File: src/rtl/smmv_pkg.sv
`default_nettype none
package smmv_pkg;

    // Parameter defaults
    localparam int unsigned MAX_COUNT_DEF    = 65536;
    localparam int unsigned SAMPLE_WIDTH_DEF = 24;
    localparam int unsigned FRAC_BITS_DEF    = 16;

    // Fixed field and accumulator widths
    localparam int unsigned IN_W   = 24;
    localparam int unsigned CNT_W  = 17;
    localparam int unsigned SUM_W  = 41;
    localparam int unsigned SQ_W   = 63;
    localparam int unsigned SMAG_W = 40;
    localparam int unsigned MEAN_W = 40;
    localparam int unsigned VAR_W  = 63;
    localparam int unsigned STD_W  = 40;
    localparam int unsigned DIFF_W = 80;
    localparam int unsigned NSQ_W  = 34;
    localparam int unsigned ROOT_W = 40;

endpackage
`default_nettype wire

File: src/rtl/stream_min_max_mean_variance.sv
`default_nettype none
// Streaming statistics: running max, min, count, mean, variance, std deviation.
// Input channel (i_in_valid / o_in_ready) carries one signed sample and a
// last-of-set flag per transaction. Output channel (o_out_valid / i_out_ready)
// carries one result per set: max, min, count, mean, variance and standard
// deviation (the last three in fixed point with FRAC_BITS fraction bits).
// Each sample is accepted with compare and sum, squared on the 24x24
// multiplier and added to the sum of squares; no new sample is taken until
// it is added. A sample marked last is followed by the result computation on
// one shift-add multiplier, one restoring divider and one digit-by-digit
// square root unit, in turn: n times the sum of squares, the squared sum,
// the variance (difference over n squared), the mean (sum over n) and the
// standard deviation (root of the variance). o_in_ready is low throughout.
// Beyond MAX_COUNT samples further samples are dropped and the overflow flag
// is set. The result waits in output registers; while the receiver stalls,
// new samples are taken, and a following set only waits in its final state.
// Reset (synchronous, active low) clears all accumulators and drops any
// waiting result.
module stream_min_max_mean_variance #(
    parameter int unsigned MAX_COUNT    = smmv_pkg::MAX_COUNT_DEF,
    parameter int unsigned SAMPLE_WIDTH = smmv_pkg::SAMPLE_WIDTH_DEF,
    parameter int unsigned FRAC_BITS    = smmv_pkg::FRAC_BITS_DEF
) (
    input  logic                               i_clk,
    input  logic                               i_rst_n,
    input  logic                               i_in_valid,
    output logic                               o_in_ready,
    input  logic signed [smmv_pkg::IN_W-1:0]   i_sample,
    input  logic                               i_last_sample,
    output logic                               o_out_valid,
    input  logic                               i_out_ready,
    output logic signed [smmv_pkg::IN_W-1:0]   o_max_value,
    output logic signed [smmv_pkg::IN_W-1:0]   o_min_value,
    output logic [smmv_pkg::CNT_W-1:0]         o_sample_count,
    output logic signed [smmv_pkg::MEAN_W-1:0] o_mean_fixed,
    output logic [smmv_pkg::VAR_W-1:0]         o_variance_fixed,
    output logic [smmv_pkg::STD_W-1:0]         o_std_dev_fixed,
    output logic                               o_count_overflow
);
    import smmv_pkg::*;

    localparam int unsigned DIV_W  = DIFF_W + 2 * FRAC_BITS;
    localparam int unsigned STEP_W = $clog2(DIV_W);
    localparam int unsigned REM_W  = NSQ_W + 1;
    localparam int unsigned SR_W   = ROOT_W + 3;
    localparam int unsigned SW     = SAMPLE_WIDTH;

    typedef enum logic [13:0] {
        S_IDLE = 14'b00000000000001,
        S_SQ   = 14'b00000000000010,
        S_ACC  = 14'b00000000000100,
        S_PREP = 14'b00000000001000,
        S_MUL1 = 14'b00000000010000,
        S_LD2  = 14'b00000000100000,
        S_MUL2 = 14'b00000001000000,
        S_LDV  = 14'b00000010000000,
        S_DIVV = 14'b00000100000000,
        S_LDM  = 14'b00001000000000,
        S_DIVM = 14'b00010000000000,
        S_LDR  = 14'b00100000000000,
        S_SQRT = 14'b01000000000000,
        S_DONE = 14'b10000000000000
    } t_state;

    t_state r_state, n_state;

    logic signed [SW-1:0]  r_max, r_min;
    logic [SUM_W-1:0]      r_sum;
    logic [SQ_W-1:0]       r_sumsq;
    logic [CNT_W-1:0]      r_count;
    logic                  r_ovf;
    logic [SW-1:0]         r_mag;
    logic                  r_last;
    logic [2*SW-1:0]       r_sq;
    logic [CNT_W-1:0]      r_n;
    logic [NSQ_W-1:0]      r_n2;
    logic [SMAG_W-1:0]     r_smag;
    logic                  r_sneg;
    logic [DIFF_W-1:0]     r_acc, r_mcand, r_d, r_tsq;
    logic [SMAG_W-1:0]     r_mplier;
    logic [DIV_W-1:0]      r_quo;
    logic [REM_W-1:0]      r_rem;
    logic [NSQ_W-1:0]      r_div;
    logic [VAR_W-1:0]      r_var;
    logic [MEAN_W-1:0]     r_mean;
    logic [ROOT_W-1:0]     r_root;
    logic [SR_W-1:0]       r_srem;
    logic [STEP_W-1:0]     r_step;
    logic                  r_out_valid;
    logic signed [IN_W-1:0]   r_o_max, r_o_min;
    logic [CNT_W-1:0]         r_o_count;
    logic signed [MEAN_W-1:0] r_o_mean;
    logic [VAR_W-1:0]         r_o_var;
    logic [STD_W-1:0]         r_o_std;
    logic                     r_o_ovf;

    logic                  w_take;
    logic                  w_room;
    logic signed [SW-1:0]  w_v;
    logic [SW-1:0]         w_mag;
    logic [2*SW-1:0]       w_prod;
    logic [CNT_W-1:0]      w_n;
    logic [NSQ_W-1:0]      w_n2;
    logic [SUM_W-1:0]      w_sabs;
    logic [DIFF_W-1:0]     w_d;
    logic [REM_W-1:0]      w_div_sh, w_div_sub;
    logic                  w_div_ge;
    logic [SR_W-1:0]       w_sr_sh, w_sr_trial, w_sr_sub;
    logic                  w_sr_ge;
    logic                  w_rem_nz;
    logic [MEAN_W-1:0]     w_q_lo;
    logic                  w_last_step;
    logic                  w_out_free;

    // Input side decode
    assign o_in_ready = (r_state == S_IDLE);
    assign w_take     = i_in_valid && o_in_ready;
    assign w_room     = (r_count < CNT_W'(MAX_COUNT));
    assign w_v        = i_sample[SW-1:0];
    assign w_mag      = w_v[SW-1] ? (~w_v + 1'b1) : w_v;
    assign w_prod     = r_mag * r_mag;

    // Set summary for the result phase
    assign w_n    = (r_count == '0) ? CNT_W'(1) : r_count;
    assign w_n2   = w_n * w_n;
    assign w_sabs = r_sum[SUM_W-1] ? (~r_sum + 1'b1) : r_sum;
    assign w_d    = r_d - r_acc;

    // Restoring divider step
    assign w_div_sh  = {r_rem[REM_W-2:0], r_quo[DIV_W-1]};
    assign w_div_ge  = (w_div_sh >= {1'b0, r_div});
    assign w_div_sub = w_div_sh - {1'b0, r_div};

    // Square root step, two radicand bits at a time
    assign w_sr_sh    = {r_srem[SR_W-3:0], r_tsq[DIFF_W-1:DIFF_W-2]};
    assign w_sr_trial = {1'b0, r_root, 2'b01};
    assign w_sr_ge    = (w_sr_sh >= w_sr_trial);
    assign w_sr_sub   = w_sr_sh - w_sr_trial;

    // Mean sign fix-up: floor for negative sums
    assign w_rem_nz = (r_rem != '0);
    assign w_q_lo   = r_quo[MEAN_W-1:0];

    assign w_last_step = (r_step == '0);
    assign w_out_free  = !r_out_valid || i_out_ready;

    // Sequencer
    always_comb begin
        n_state = r_state;
        case (r_state)
            S_IDLE: begin
                if (w_take) begin
                    if (w_room) begin
                        n_state = S_SQ;
                    end else if (i_last_sample) begin
                        n_state = S_PREP;
                    end
                end
            end
            S_SQ:   n_state = S_ACC;
            S_ACC:  n_state = r_last ? S_PREP : S_IDLE;
            S_PREP: n_state = S_MUL1;
            S_MUL1: if (w_last_step) n_state = S_LD2;
            S_LD2:  n_state = S_MUL2;
            S_MUL2: if (w_last_step) n_state = S_LDV;
            S_LDV:  n_state = S_DIVV;
            S_DIVV: if (w_last_step) n_state = S_LDM;
            S_LDM:  n_state = S_DIVM;
            S_DIVM: if (w_last_step) n_state = S_LDR;
            S_LDR:  n_state = S_SQRT;
            S_SQRT: if (w_last_step) n_state = S_DONE;
            S_DONE: if (w_out_free) n_state = S_IDLE;
            default: n_state = S_IDLE;
        endcase
    end

    // Datapath registers
    always_ff @(posedge i_clk) begin
        if (!i_rst_n) begin
            r_max   <= {1'b1, {(SW-1){1'b0}}};
            r_min   <= {1'b0, {(SW-1){1'b1}}};
            r_sum   <= '0;
            r_sumsq <= '0;
            r_count <= '0;
            r_ovf   <= 1'b0;
        end else begin
            case (r_state)
                S_IDLE: begin
                    if (w_take) begin
                        if (w_room) begin
                            if (w_v > r_max) r_max <= w_v;
                            if (w_v < r_min) r_min <= w_v;
                            r_sum   <= r_sum + SUM_W'(w_v);
                            r_count <= r_count + 1'b1;
                            r_mag   <= w_mag;
                            r_last  <= i_last_sample;
                        end else begin
                            r_ovf <= 1'b1;
                        end
                    end
                end
                S_SQ: r_sq <= w_prod;
                S_ACC: r_sumsq <= r_sumsq + SQ_W'(r_sq);
                S_PREP: begin
                    r_n      <= w_n;
                    r_n2     <= w_n2;
                    r_smag   <= w_sabs[SMAG_W-1:0];
                    r_sneg   <= r_sum[SUM_W-1];
                    r_acc    <= '0;
                    r_mcand  <= DIFF_W'(r_sumsq);
                    r_mplier <= SMAG_W'(w_n);
                    r_step   <= STEP_W'(CNT_W - 1);
                end
                S_MUL1, S_MUL2: begin
                    if (r_mplier[0]) r_acc <= r_acc + r_mcand;
                    r_mcand  <= r_mcand << 1;
                    r_mplier <= r_mplier >> 1;
                    r_step   <= r_step - 1'b1;
                end
                S_LD2: begin
                    r_d      <= r_acc;
                    r_acc    <= '0;
                    r_mcand  <= DIFF_W'(r_smag);
                    r_mplier <= r_smag;
                    r_step   <= STEP_W'(SMAG_W - 1);
                end
                S_LDV: begin
                    r_quo  <= DIV_W'(w_d) << (2 * FRAC_BITS);
                    r_div  <= r_n2;
                    r_rem  <= '0;
                    r_step <= STEP_W'(DIV_W - 1);
                end
                S_DIVV, S_DIVM: begin
                    r_rem  <= w_div_ge ? w_div_sub : w_div_sh;
                    r_quo  <= {r_quo[DIV_W-2:0], w_div_ge};
                    r_step <= r_step - 1'b1;
                end
                S_LDM: begin
                    r_var  <= r_quo[VAR_W-1+FRAC_BITS:FRAC_BITS];
                    r_tsq  <= r_quo[DIFF_W-1:0];
                    r_quo  <= DIV_W'(r_smag) << FRAC_BITS;
                    r_div  <= NSQ_W'(r_n);
                    r_rem  <= '0;
                    r_step <= STEP_W'(DIV_W - 1);
                end
                S_LDR: begin
                    r_mean <= r_sneg ? (~(w_q_lo + MEAN_W'(w_rem_nz)) + 1'b1) : w_q_lo;
                    r_root <= '0;
                    r_srem <= '0;
                    r_step <= STEP_W'(ROOT_W - 1);
                end
                S_SQRT: begin
                    r_srem <= w_sr_ge ? w_sr_sub : w_sr_sh;
                    r_root <= {r_root[ROOT_W-2:0], w_sr_ge};
                    r_tsq  <= r_tsq << 2;
                    r_step <= r_step - 1'b1;
                end
                S_DONE: begin
                    if (w_out_free) begin
                        r_o_max   <= IN_W'(r_max);
                        r_o_min   <= IN_W'(r_min);
                        r_o_count <= r_count;
                        r_o_mean  <= r_mean;
                        r_o_var   <= r_var;
                        r_o_std   <= STD_W'(r_root);
                        r_o_ovf   <= r_ovf;
                        // clear the accumulators for the next set
                        r_max   <= {1'b1, {(SW-1){1'b0}}};
                        r_min   <= {1'b0, {(SW-1){1'b1}}};
                        r_sum   <= '0;
                        r_sumsq <= '0;
                        r_count <= '0;
                        r_ovf   <= 1'b0;
                    end
                end
                default: ;
            endcase
        end
    end

    // Control state and output handshake
    always_ff @(posedge i_clk) begin
        if (!i_rst_n) begin
            r_state     <= S_IDLE;
            r_out_valid <= 1'b0;
        end else begin
            r_state <= n_state;
            if ((r_state == S_DONE) && w_out_free) begin
                r_out_valid <= 1'b1;
            end else if (i_out_ready) begin
                r_out_valid <= 1'b0;
            end
        end
    end

    assign o_out_valid      = r_out_valid;
    assign o_max_value      = r_o_max;
    assign o_min_value      = r_o_min;
    assign o_sample_count   = r_o_count;
    assign o_mean_fixed     = r_o_mean;
    assign o_variance_fixed = r_o_var;
    assign o_std_dev_fixed  = r_o_std;
    assign o_count_overflow = r_o_ovf;

endmodule
`default_nettype wire

File: config.mk
export PLATFORM = sky130hd
export DESIGN_NAME = stream_min_max_mean_variance
export DESIGN_NICKNAME = d
export VERILOG_FILES = /design/src/rtl/smmv_pkg.sv /design/src/rtl/stream_min_max_mean_variance.sv
export SDC_FILE = /design/constraint.sdc
export NUM_CORES = 2
export LEC_CHECK = 0
export BUFFER_PORTS_ARGS = -buffer_cell sky130_fd_sc_hd__buf_2
export CORE_MARGIN = 2
export CORE_UTILIZATION = 55
export CTS_CLUSTER_SIZE = 8
export DETAILED_ROUTE_END_ITERATION = 12
export GPL_TIMING_DRIVEN = 1
export PLACE_DENSITY = 0.74
export SYNTH_ARGS = -nofsm -noshare
export SYNTH_HDL_FRONTEND = slang
export SYNTH_SLANG_ARGS = --single-unit
File: constraint.sdc
create_clock -name i_clk -period 16.7 [get_ports i_clk]
set_input_delay 0.835 -clock i_clk [delete_from_list [all_inputs] [get_ports i_clk]]
set_output_delay 0.835 -clock i_clk [all_outputs]
set_load 0.01 [all_outputs]
==> flow_metrics.tcl <==
set metrics [dict create \
    leakage_nw 43.52 \
    pre_cts_slack_ns 8.063 \
    cp_data_required_time_ns 17.27 \
    grtUsageTotal_pct 27.11 \
    cp.buffers_inverters 7 \
    maxSlewHeadroom_pct 22.79 \
    period_share_pct 52.99 \
    path_clk_slew_ns 0.05 \
    worstRegToRegCells 30 \
    numPortBuffers 239 \
    r2r_end "r_n2[32]" \
    ir_drop_uv 428.9 \
    viasPerCell 5.860 \
    combPwrFrac_pct 54.7 \
    grt_overflow 0 \
    worst_path_max_delay_cell "dfxtp_1" \
    floorplan.rows 150 \
    hpwl_microns 176400 \
    worst_slew_pin_slew_ns 1.129 \
    async_flop_share_pct 0 \
    placeableCoreArea_sq_um 167200 \
    slowest_delay_ns 0.71 \
    detail_route.wl_per_cell_microns 20.74 \
    remaining_drc_errors 0 \
    crit_top_cell "inv_1" \
    gp_congestion 0.9632 \
    synth_cell_types 87 \
    clk_latency_ns 0.85 \
    hold_path_class "primary input to register" \
    grt_pass1_wl_microns 369600 \
    die_w_microns 414.4 \
    post_cts_resized 0 \
    routed_wl_microns 235200 \
    clockRootBuffer "clkbuf_16" \
    grt_setup_unrepaired "no" \
    synth.area.top_cells "edfxtp_1 (36%), fa_1 (14%), ha_1 (8.8%)" \
    cts_buffers 181 \
    nets 10348 \
    setup_violations 0 \
    start_kind "register" \
    final_common_cell "inv_1" \
    crit_arrival_ns 9.41 \
    yosys_warnings 0 \
    synth-edff-count 1103 \
    synthesis.area_sq_um 92620 \
    pwr-share-clk_pct 20.8 \
    num_vias 66444 \
    ys_ff_latch 1288 \
    p_seq_share_pct 24.5 \
    drt_iter0_markers 5490 \
    antenna_found_initial 2 \
    holdPathEnd "r_last" \
    drive_gt1_share_pct 7.413 \
    yosysSeqAreaShare_pct 39.76 \
    cts_sinks 1288 \
    grt_pass1_vias 66788 \
    p_per_area_nw_per_um2 163.3 \
    ios 240 \
    outcome "complete, no violations" \
    synthCells 8931 \
    synthFlopType "edfxtp_1" \
    maxCapViolCount 0 \
    reg2reg_slack_ns 7.85 \
    die_area_sq_um 171700 \
    power.internal_w 0.009633 \
    firstDrtPassIters 5 \
    hold_depth 1 \
    finalSetupTns_ns 0 \
    fill_cells 13585 \
    area_growth_pct 9.102 \
    die_h_microns 414.4 \
    end_kind "register" \
    fmax_mhz 113.0 \
    slew_viol_final 0 \
    power_switching_w 0.006869 \
    fin_skew_ns 0.05039 \
    htreeDepth 4 \
    mostFrequentLayoutCells "inv_1 (1,168), edfxtp_1 (1,103), nand2_1 (795)" \
    min_from "i_last_sample" \
    syn_avg_cell_area_sq_um 10.37 \
    cp.depth 30 \
    yosysTopAreaCell "edfxtp_1" \
    netSwitchingFraction_pct 41.62 \
    crit_fanout 14 \
    synth_top_area_share_pct 35.76 \
    hold_buffers 0 \
    finalHoldViolations 0 \
    start_util_pct 55.39 \
    cts_tree "done" \
    path_delay_family "adder cells" \
    syn_nets 10242 \
    grt_max_degree 162 \
    clockBufferDepth 3 \
    ant_nets 0 \
    worst_slack_ns 7.851 \
    rr_startpoint "r_count[0]" \
    post_cts_buffers 0 \
    path_class "register to register" \
    post-route-min-period_ns 8.849 \
]
registers in the layout, summed over array words and instances (netlist names), 32 cells and up:
register / flops
r_tsq: 80
r_quo: 112
r_sumsq: 63
o_variance_fixed: 63
o_mean_fixed: 40
r_srem: 41
r_n2: 32
o_std_dev_fixed: 40
r_root: 40
r_var: 63
r_sq: 47
r_acc: 80
r_sum: 41
r_mplier: 40
r_smag: 40
r_mean: 40
r_d: 80
r_mcand: 80
r_rem: 35
r_div: 34
worst max-delay path by stage:
stage	slack (ns)	startpoint	end
finish	7.85	r_count[0]	r_n2[32]
global route	7.47	r_count[0]	r_n2[32]
CTS	8.03	r_count[0]	r_n2[32]
detailed placement	8.06	r_count[0]	r_n2[32]
global placement	8.00	r_count[0]	r_n2[32]
floorplan	6.14	r_state[2]	r_acc[0]
routing by layer:
layer / share of wire [%] / up-vias / GRT usage [%] / wire length, microns
li1: - / 31064 / - / -
met1: 43 / 32618 / 37.04 / 101300
met2: 46 / 2290 / 43.81 / 109000
met3: 6.5 / 472 / 3.565 / 15320
met4: 4.1 / 0 / 11.13 / 9648
met5: 0 / - / 0 / 0
cells in the mapped netlist, drive strengths merged, types with 116 or more instances:
cell       n
a21o     250
a21oi    468
and2     254
clkbuf   350
dfxtp    185
edfxtp  1103
fa       627
ha       655
inv     1169
nand2    795
nand4    116
nor2     534
o21ai    414
xnor2    360
xor2     167
worst reg2reg max path: cells and delay by family, from the launching register on:
kind	cells	cell delay (ns)
AO/OA/AOI/OAI	8	2.15
flip-flops	1	0.71
XOR/XNOR	1	0.09
buffers and inverters	7	0.80
AND/OR/NAND/NOR	6	1.64
adder cells (fa/ha/maj)	8	3.19
layout make-up:
| class | count | area [sq um] | area share (%) |
|---|---|---|---|
| Tap cell | 2204 | 2758 | 2.729 |
| Sequential cell | 1288 | 36830 | 36.44 |
| Multi-Input combinational cell | 6082 | 50080 | 49.56 |
| Clock inverter | 17 | 347.8 | 0.3442 |
| Clock buffer | 262 | 4883 | 4.832 |
| Inverter | 1173 | 4403 | 4.357 |
| Antenna cell | 2 | 5.005 | 0.004953 |
| Timing Repair Buffer | 311 | 1749 | 1.731 |
power groups by stage:
| stage | Combinational (W) | Clock, W | Sequential [W] |
|---|---|---|---|
| 4_1_cts | 0.00893 | 0.00348 | 0.00404 |
| 5_1_grt | 0.0100 | 0.00362 | 0.00405 |
| 6_report | 0.00903 | 0.00343 | 0.00405 |
| 2_1_floorplan | 0.00650 | 0 | 0.00406 |
| 3_5_place_dp | 0.00883 | 0 | 0.00411 |
| 3_3_place_gp | 0.00855 | 0 | 0.00410 |
through the flow:
| step | total power [W] | hold WS [ns] | area [sq um] | utilization [%] | instances |
|---|---|---|---|---|---|
| after global routing | 0.01767 | 0.2432 | 101100 | 60.43 | 11338 |
| after floorplan | 0.01056 | 0.4003 | 92620 | - | 8931 |
| after detailed placement | 0.01294 | 0.4045 | 95820 | 57.30 | 11058 |
| after CTS | 0.01645 | 0.2412 | 101000 | 60.43 | 11337 |
| final | 0.01650 | 0.2810 | 101100 | 60.43 | 11339 |
| after global placement | 0.01265 | 0.4046 | 95820 | 57.30 | 11058 |
logic make-up (layout without fill, tap and decap cells):
group	after synthesis	in the layout	share of synthesized area, %
xor+xnor	527	527	4.983
other cells	0	2	0
mux	151	151	1.748
buf+inv	1561	1763	6.334
compound gates	1848	1848	13.05
flops	1288	1288	39.76
fa+ha+maj	1282	1282	22.40
simple gates	2274	2274	11.72
Power figures use the tool's default switching activity.
